[src/hdl/rswt_pkg.sv]
// Shared types and fixed constants for the running statistics tracker.
// Depends on nothing; used by running_stats_worst_n_tracker_unit.
`default_nettype none

package rswt_pkg;

  localparam int unsigned WORD_W    = 32;  // count, sample and bucket count width
  localparam int unsigned SUM_W     = 64;  // wrapping sum and M2 width
  localparam int unsigned FIX_W     = 48;  // Q32.16 mean and EWMA width
  localparam int unsigned FRAC_BITS = 16;
  localparam int unsigned EWMA_SHIFT = 4;  // alpha of 1/16
  localparam int unsigned M2_SHIFT  = 24;  // Q32.16 squared down to Q56.8
  localparam int unsigned STEP_W    = 6;   // iteration counter of divider and multiplier
  localparam int unsigned STAMP_W   = 64;

  typedef logic [WORD_W-1:0] word_t;
  typedef logic [SUM_W-1:0]  wide_t;
  typedef logic [FIX_W-1:0]  fix_t;

endpackage

`default_nettype wire

[src/hdl/running_stats_worst_n_tracker_unit.sv]
// Running statistics tracker: one sequencer driving an iterative divider,
// a shift-add multiplier, a bit-serial bucket scan and a slot scan.
// Each sample after the first passes through the 48-step mean divider and the 48-step
// M2 multiplier. One sample is in flight at a time, so a new sample is taken only once
// the last one's result is registered; a finished result may wait in the output register
// while the next sample is taken, and the sequencer holds at the end until it drains.
// Synchronous reset clears all statistics, histogram and worst-slot valid bits.
`default_nettype none

module running_stats_worst_n_tracker_unit #(
  parameter int unsigned WORST_SLOTS  = 8,
  parameter int unsigned BUCKET_COUNT = 32,
  parameter int unsigned SAMPLE_BITS  = 32
) (
  input  wire logic                      clk,
  input  wire logic                      rst,
  input  wire logic                      in_valid,
  output logic                           in_stall,
  input  wire logic [31:0]               sample,
  input  wire logic [63:0]               stamp,
  output logic                           out_valid,
  input  wire logic                      out_stall,
  output logic [31:0]                    total_count,
  output logic [63:0]                    running_sum,
  output logic [31:0]                    min_seen,
  output logic [31:0]                    max_seen,
  output logic [47:0]                    mean_fixed,
  output logic [63:0]                    spread_fixed,
  output logic [47:0]                    smooth_fixed,
  output logic [4:0]                     bucket_hit,
  output logic [31:0]                    bucket_total,
  output logic [2:0]                     worst_slot,
  output logic                           worst_taken
);

  localparam int unsigned SLOT_W = (WORST_SLOTS > 1) ? $clog2(WORST_SLOTS) : 1;
  localparam int unsigned HB_W   = $clog2(BUCKET_COUNT);
  localparam int unsigned FW     = rswt_pkg::FIX_W;
  localparam int unsigned WW     = rswt_pkg::WORD_W;
  localparam logic [SLOT_W-1:0] LAST_SLOT = SLOT_W'(WORST_SLOTS - 1);
  localparam logic [5:0] HMAX = 6'(BUCKET_COUNT - 1);
  localparam logic [rswt_pkg::STEP_W-1:0] STEPS = rswt_pkg::STEP_W'(FW);

  typedef enum logic [3:0] {
    S_IDLE, S_SETUP, S_DIV, S_MEAN, S_MULSET, S_MUL, S_SPREAD,
    S_BUCKET, S_HIST_RD, S_HIST_WR, S_WSCAN, S_WDEC
  } state_t;

  state_t state;

  // Statistics state
  rswt_pkg::word_t count_reg, min_reg, max_reg;
  rswt_pkg::wide_t sum_reg, spread_reg;
  rswt_pkg::fix_t  mean_reg, smooth_reg;

  // Current transaction
  rswt_pkg::word_t s_reg;
  logic [rswt_pkg::STAMP_W-1:0] stamp_reg;

  // Divider and multiplier
  logic              dneg;
  rswt_pkg::fix_t    dmag, quo, mcand;
  rswt_pkg::word_t   rem;
  logic [2*FW-1:0]   prod;
  logic [rswt_pkg::STEP_W-1:0] step;

  // Bucket scan
  rswt_pkg::word_t   bscan;
  logic [5:0]        bcount;
  logic [HB_W-1:0]   bk;
  rswt_pkg::word_t   bucket_cnt;

  // Memories and their valid bits
  rswt_pkg::word_t hist_mem [BUCKET_COUNT];
  rswt_pkg::word_t worst_mem [WORST_SLOTS];
  logic [rswt_pkg::STAMP_W-1:0] stamp_mem [WORST_SLOTS];
  logic [BUCKET_COUNT-1:0] hist_valid;
  logic [WORST_SLOTS-1:0]  worst_valid;
  rswt_pkg::word_t hist_q, wv_q;
  logic hvld_q, wvld_q;

  // Slot scan
  logic [SLOT_W-1:0] scan_idx, data_idx, best_idx;
  rswt_pkg::word_t   best_val;

  // Combinational datapath
  rswt_pkg::fix_t    x_fix, hist_dummy;
  logic [WW:0]       div_sh;
  logic              div_ge;
  logic [FW:0]       mul_sum;
  rswt_pkg::fix_t    mean_new, d2mag, ewma_mag, smooth_new;
  rswt_pkg::wide_t   term;
  logic [rswt_pkg::SUM_W:0] spread_sum;
  rswt_pkg::word_t   hist_old, hist_inc, wval;
  logic              take, out_free;

  assign in_stall = (state != S_IDLE);
  assign out_free = !out_valid || !out_stall;
  assign x_fix    = {s_reg, {rswt_pkg::FRAC_BITS{1'b0}}};
  assign hist_dummy = '0;

  always_comb begin
    div_sh   = {rem, quo[FW-1]};
    div_ge   = (div_sh >= {1'b0, count_reg});
    mul_sum  = {1'b0, prod[2*FW-1:FW]} + (prod[0] ? {1'b0, mcand} : {1'b0, hist_dummy});
    mean_new = dneg ? (mean_reg - quo) : (mean_reg + quo);
    d2mag    = (x_fix >= mean_reg) ? (x_fix - mean_reg) : (mean_reg - x_fix);
    // Truncation toward zero: shift the magnitude, then apply the sign.
    if (x_fix >= smooth_reg) begin
      ewma_mag   = (x_fix - smooth_reg) >> rswt_pkg::EWMA_SHIFT;
      smooth_new = smooth_reg + ewma_mag;
    end else begin
      ewma_mag   = (smooth_reg - x_fix) >> rswt_pkg::EWMA_SHIFT;
      smooth_new = smooth_reg - ewma_mag;
    end
    term = (|prod[2*FW-1:2*FW-8]) ? '1 : prod[2*FW-9:rswt_pkg::M2_SHIFT];
    spread_sum = {1'b0, spread_reg} + {1'b0, term};
    hist_old = hvld_q ? hist_q : '0;
    hist_inc = (hist_old == '1) ? hist_old : hist_old + 1'b1;
    wval     = wvld_q ? wv_q : '0;
    take     = (s_reg > best_val);
  end

  // Memory arrays, read every cycle with registered data.
  always_ff @(posedge clk) begin
    hist_q   <= hist_mem[bk];
    wv_q     <= worst_mem[scan_idx];
    if (state == S_HIST_WR) begin
      hist_mem[bk] <= hist_inc;
    end
    if (state == S_WDEC && out_free && take) begin
      worst_mem[best_idx] <= s_reg;
      stamp_mem[best_idx] <= stamp_reg;
    end
  end

  always_ff @(posedge clk) begin
    if (rst) begin
      state       <= S_IDLE;
      count_reg   <= '0;
      sum_reg     <= '0;
      min_reg     <= '0;
      max_reg     <= '0;
      mean_reg    <= '0;
      spread_reg  <= '0;
      smooth_reg  <= '0;
      hist_valid  <= '0;
      worst_valid <= '0;
      out_valid   <= 1'b0;
      hvld_q      <= 1'b0;
      wvld_q      <= 1'b0;
      bscan       <= '0;
    end else begin
      hvld_q   <= hist_valid[bk];
      wvld_q   <= worst_valid[scan_idx];
      data_idx <= scan_idx;
      // A result leaving in the same cycle as the next one is loaded is handled in S_WDEC.
      if (out_valid && !out_stall && state != S_WDEC) begin
        out_valid <= 1'b0;
      end
      if (bscan != '0) begin
        bscan  <= bscan >> 1;
        bcount <= bcount + 1'b1;
      end

      unique case (state)
        S_IDLE: begin
          if (in_valid) begin
            s_reg     <= WW'(sample[SAMPLE_BITS-1:0]);
            stamp_reg <= stamp;
            if (count_reg != '1) begin
              count_reg <= count_reg + 1'b1;
            end
            sum_reg <= sum_reg + rswt_pkg::SUM_W'(sample[SAMPLE_BITS-1:0]);
            state   <= S_SETUP;
          end
        end
        S_SETUP: begin
          bscan  <= s_reg;
          bcount <= '0;
          if (count_reg == WW'(1)) begin
            min_reg    <= s_reg;
            max_reg    <= s_reg;
            mean_reg   <= x_fix;
            smooth_reg <= x_fix;
            spread_reg <= '0;
            state      <= S_BUCKET;
          end else begin
            if (s_reg < min_reg) min_reg <= s_reg;
            if (s_reg > max_reg) max_reg <= s_reg;
            smooth_reg <= smooth_new;
            dneg <= (x_fix < mean_reg);
            dmag <= d2mag;
            quo  <= d2mag;
            rem  <= '0;
            step <= STEPS;
            state <= S_DIV;
          end
        end
        S_DIV: begin
          // One restoring division step per cycle: |d| / count.
          rem  <= div_ge ? WW'(div_sh - {1'b0, count_reg}) : div_sh[WW-1:0];
          quo  <= {quo[FW-2:0], div_ge};
          step <= step - 1'b1;
          if (step == 1) state <= S_MEAN;
        end
        S_MEAN: begin
          mean_reg <= mean_new;
          mcand    <= dmag;
          state    <= S_MULSET;
        end
        S_MULSET: begin
          prod  <= {{FW{1'b0}}, d2mag};
          step  <= STEPS;
          state <= S_MUL;
        end
        S_MUL: begin
          // Right-shifting shift-add multiplier, one multiplier bit per cycle.
          prod <= {mul_sum, prod[FW-1:1]};
          step <= step - 1'b1;
          if (step == 1) state <= S_SPREAD;
        end
        S_SPREAD: begin
          spread_reg <= spread_sum[rswt_pkg::SUM_W] ? '1 : spread_sum[rswt_pkg::SUM_W-1:0];
          state      <= S_BUCKET;
        end
        S_BUCKET: begin
          if (bscan == '0) begin
            bk    <= HB_W'((bcount > HMAX) ? HMAX : bcount);
            state <= S_HIST_RD;
          end
        end
        S_HIST_RD: begin
          scan_idx <= '0;
          state    <= S_HIST_WR;
        end
        S_HIST_WR: begin
          hist_valid[bk] <= 1'b1;
          bucket_cnt     <= hist_inc;
          best_val <= '1;
          best_idx <= '0;
          if (scan_idx != LAST_SLOT) scan_idx <= scan_idx + 1'b1;
          state <= S_WSCAN;
        end
        S_WSCAN: begin
          if (wval < best_val) begin
            best_val <= wval;
            best_idx <= data_idx;
          end
          if (scan_idx != LAST_SLOT) scan_idx <= scan_idx + 1'b1;
          if (data_idx == LAST_SLOT) state <= S_WDEC;
        end
        S_WDEC: begin
          if (out_free) begin
            if (take) worst_valid[best_idx] <= 1'b1;
            out_valid    <= 1'b1;
            total_count  <= count_reg;
            running_sum  <= sum_reg;
            min_seen     <= min_reg;
            max_seen     <= max_reg;
            mean_fixed   <= mean_reg;
            spread_fixed <= spread_reg;
            smooth_fixed <= smooth_reg;
            bucket_hit   <= 5'(bk);
            bucket_total <= bucket_cnt;
            worst_slot   <= 3'(best_idx);
            worst_taken  <= take;
            state        <= S_IDLE;
          end
        end
        default: state <= S_IDLE;
      endcase
    end
  end

endmodule

`default_nettype wire

[config.mk]
export PLATFORM = sky130hd
export DESIGN_NAME = running_stats_worst_n_tracker_unit
export DESIGN_NICKNAME = d
export VERILOG_FILES = /design/src/hdl/rswt_pkg.sv /design/src/hdl/running_stats_worst_n_tracker_unit.sv
export SDC_FILE = /design/constraint.sdc
export NUM_CORES = 2
export LEC_CHECK = 0
export BUFFER_PORTS_ARGS = -buffer_cell sky130_fd_sc_hd__buf_4
export CORE_MARGIN = 5
export CORE_UTILIZATION = 45
export DETAILED_ROUTE_END_ITERATION = 8
export PLACE_DENSITY_LB_ADDON = 0.05
export SLEW_MARGIN = 20
export SYNTH_ARGS = -nofsm -noshare
export SYNTH_HDL_FRONTEND = slang
export SYNTH_SLANG_ARGS = --single-unit
[constraint.sdc]
create_clock -name clk -period 32.2 [get_ports clk]
set_input_delay 4.83 -clock clk [delete_from_list [all_inputs] [get_ports clk]]
set_output_delay 4.83 -clock clk [all_outputs]
set_load 0.02 [all_outputs]
==> impl_metrics.py <==
metrics = {
    "sta": {
        "max_slew_margin_pct": 23.5,
        "finalHoldViolations": 0,
        "max_freq_mhz": 117,
        "fin_worst_skew_ns": 0.0950,
        "finalSetupViolCount": 0,
        "min_period_ns": 8.53,
        "hold_slack_ns": 0.408,
        "setup_slack_ns": 23.67,
        "finalMaxSlewViolations": 0,
        "period_share_pct": 26.5,
        "rsz0062_at_grt": "no",
        "fin_setup_tns_ns": 0,
        "worst_slew_pin_slew_ns": 1.14,
    },
    "route": {
        "wire_per_inst_um": 26.9,
        "drtIter0Drc": 6576,
        "totalWireLength_um": 361000,
        "vias_per_cell": 5.86,
        "wl_met2_um": 172000,
        "routed-via-count": 78600,
        "drc": 0,
        "firstDrtPassIters": 5,
        "met3_length_um": 20500,
        "top_layer_used": "met5",
        "ant_nets": 0,
        "wl_met1_um": 156000,
    },
    "power": {
        "switching_share_pct": 35.0,
        "seqPwrFrac_pct": 36.9,
        "power.share.combinational_pct": 33.0,
        "switchingPower_mw": 3.77,
        "intPower_mw": 7.00,
        "peakVddDrop_mv": 0.0729,
        "power_density_mw_per_mm2": 79.6,
        "p_clk_share_pct": 30.1,
        "p_leak_nw": 51.8,
    },
    "setup_path": {
        "cpPeakStageDelay_ns": 0.70,
        "r2r-start": "s_reg[0]",
        "cp_data_arrival_time_ns": 9.29,
        "cp.required_ns": 32.96,
        "critical_path_class": "reg2reg",
        "crit_fanout": 49,
        "crit_top_cell": "buf_4",
        "slowest_stage": "a2111oi_0",
        "crit_path_start": "s_reg[0]",
        "crit_path_end_kind": "flop",
        "critPathLaunchType": "flop",
    },
    "synthesis": {
        "synth_top_area_cell": "edfxtp_1",
        "synth_nets": 9865,
        "synth-edff-count": 2036,
        "synth_area_mm2": 0.118,
        "synth_top_area_share_pct": 51.8,
        "synthTopCellsByCount": "edfxtp_1, nor2_1, a21oi_1",
        "avgSynthCellArea_um2": 12.8,
        "synthCells": 9222,
        "synthTopCellsByArea": "edfxtp_1, dfxtp_1, mux4_2, ha_1, a21oi_1",
        "ys_ff_latch": 2499,
        "yosys.cell_types.count": 99,
        "synth_most_common_cell": "edfxtp_1",
        "synth_ff_type": "edfxtp_1",
        "yosys_warnings": 0,
        "yosysSeqAreaShare_pct": 59.6,
        "async_flop_share_pct": 0,
    },
    "clock_network": {
        "clk_pin_slew_ns": 0.06,
        "cts.repair.resized": 0,
        "cts_hold_buf": 0,
        "numCtsBuffers": 293,
        "cts_tree": "done",
        "clk_latency_ns": 0.94,
        "cts_setup_buffers": 0,
        "clock_sinks": 2499,
        "h-tree-depth": 5,
        "cts_root_buffer": "clkbuf_16",
        "cts_max_path_buffers": 4,
    },
    "place": {
        "place_area_mm2": 0.126,
        "post-place-ws_ns": 23.55,
        "dp_hpwl_um": 236000,
        "io_buffers": 398,
        "finalWeightedCongestion": 0.911,
    },
    "finish": {
        "final_area_mm2": 0.135,
        "largest_reg_flops": 1024,
        "area_growth_pct": 14.7,
        "fillCellCount": 22500,
        "seqCellArea_mm2": 0.0704,
        "largestRegisters": "hist_mem x1024, worst_mem x256, prod x96",
        "drive_above_1_share_pct": 16.0,
        "multi_input_area_mm2": 0.0454,
        "nets": 10300,
        "largest_register": "hist_mem",
    },
    "die": {
        "coreArea_mm2": 0.262,
        "placementRows": 188,
        "dieWidth_um": 522,
        "start_util_pct": 45.1,
        "ios": 463,
        "die_area_mm2": 0.273,
        "fp.dieH_um": 522,
    },
    "run_status": {
        "status": "finished, final reports clean",
    },
    "global_routing": {
        "grtUsageTotal_pct": 25.9,
        "grt_max_degree": 89,
        "grt_pass1_vias": 77000,
        "grt_pass1_wl_um": 525000,
        "antenna_found_initial": 20,
        "overflow": 0,
    },
    "min_path": {
        "min_path_type": "reg2reg",
        "min_from": "dmag[47]",
    },
    "run": {
        "max-cap-violations": 0,
    },
}
==> worst max-delay path: cells and delay by family, from the launching register on <==
| family | cells | cell delay, ns |
|---|---|---|
| XOR/XNOR | 1 | 0.13 |
| AO/OA/AOI/OAI | 15 | 4.04 |
| buffers and inverters | 4 | 1.05 |
| AND/OR/NAND/NOR | 8 | 1.96 |
| flip-flops | 1 | 0.36 |
| adder cells (fa/ha/maj) | 2 | 0.74 |
==> cell type report <==
cell class	instances	area share (%)
sequential	2499	52.0
multi-input combinational	5914	33.5
clock buffer	383	5.97
tap	3515	3.25
timing repair buffer	574	3.23
inverter	395	1.10
clock inverter	124	0.932
antenna	6	0.0111
==> layout by cell type (no fill, tap or decap), types with 92 or more instances in the layout <==
| master | synthesis | routed |
|---|---|---|
| o21ai_0 | 293 | 292 |
| a21o_1 | 243 | 243 |
| edfxtp_1 | 2036 | 2036 |
| a21oi_1 | 704 | 703 |
| clkbuf_16 | 0 | 300 |
| inv_1 | 394 | 392 |
| o21a_1 | 92 | 92 |
| a22oi_1 | 167 | 167 |
| and2_1 | 129 | 123 |
| buf_4 | 0 | 569 |
| xnor2_1 | 311 | 306 |
| dfxtp_1 | 463 | 463 |
| nor3_1 | 123 | 115 |
| nor2_1 | 752 | 704 |
| ha_1 | 535 | 535 |
| nand4_1 | 143 | 143 |
| nand2_1 | 523 | 521 |
| mux4_2 | 330 | 330 |
| xor2_1 | 177 | 169 |
| nand3_1 | 149 | 148 |
==> per-stage QoR <==
step	total power, mW	cells	util, %
floorplan	6.50	9222	-
global placement	7.53	12900	48.0
detailed placement	7.56	12900	48.0
CTS	10.8	13400	51.6
global route	11.4	13400	51.7
finish	10.8	13400	51.7
==> logic make-up (layout without fill, tap and decap cells) <==
| group | count (synthesis) | in the layout | share of synthesized area [%] |
|---|---|---|---|
| AND/OR/NAND/NOR | 2346 | 2346 | 9.64 |
| adder cells (fa/ha/maj) | 544 | 544 | 5.81 |
| flip-flops | 2499 | 2499 | 59.6 |
| buffers and inverters | 809 | 1476 | 2.59 |
| XOR/XNOR | 489 | 489 | 3.63 |
| AO/OA/AOI/OAI | 2082 | 2082 | 11.3 |
| other | 0 | 6 | 0 |
| multiplexers | 453 | 453 | 7.38 |
==> power groups by stage <==
stage,registers (mW),clock network (mW),logic (mW)
floorplan,3.95,0,2.56
finish,3.97,3.25,3.55
CTS,3.97,3.32,3.54
global placement,4.03,0,3.50
detailed placement,4.04,0,3.52
global route,3.99,3.45,3.91
==> per-layer routing <==
metal  GRT usage [%]  vias up
met4            7.76        6
met2            42.7     2245
met5               0        -
li1                -    35800
met3            3.57      543
met1            35.7    40000
==> worst paths after layout <==
path	to	slack, ns	cells after the start
min	mcand[47]	0.41	0
min reg2reg	mcand[47]	0.41	0
max reg2reg	smooth_reg[46]	23.67	30
max	smooth_reg[46]	23.67	30
No activity file was read; power rests on OpenSTA's default activity.
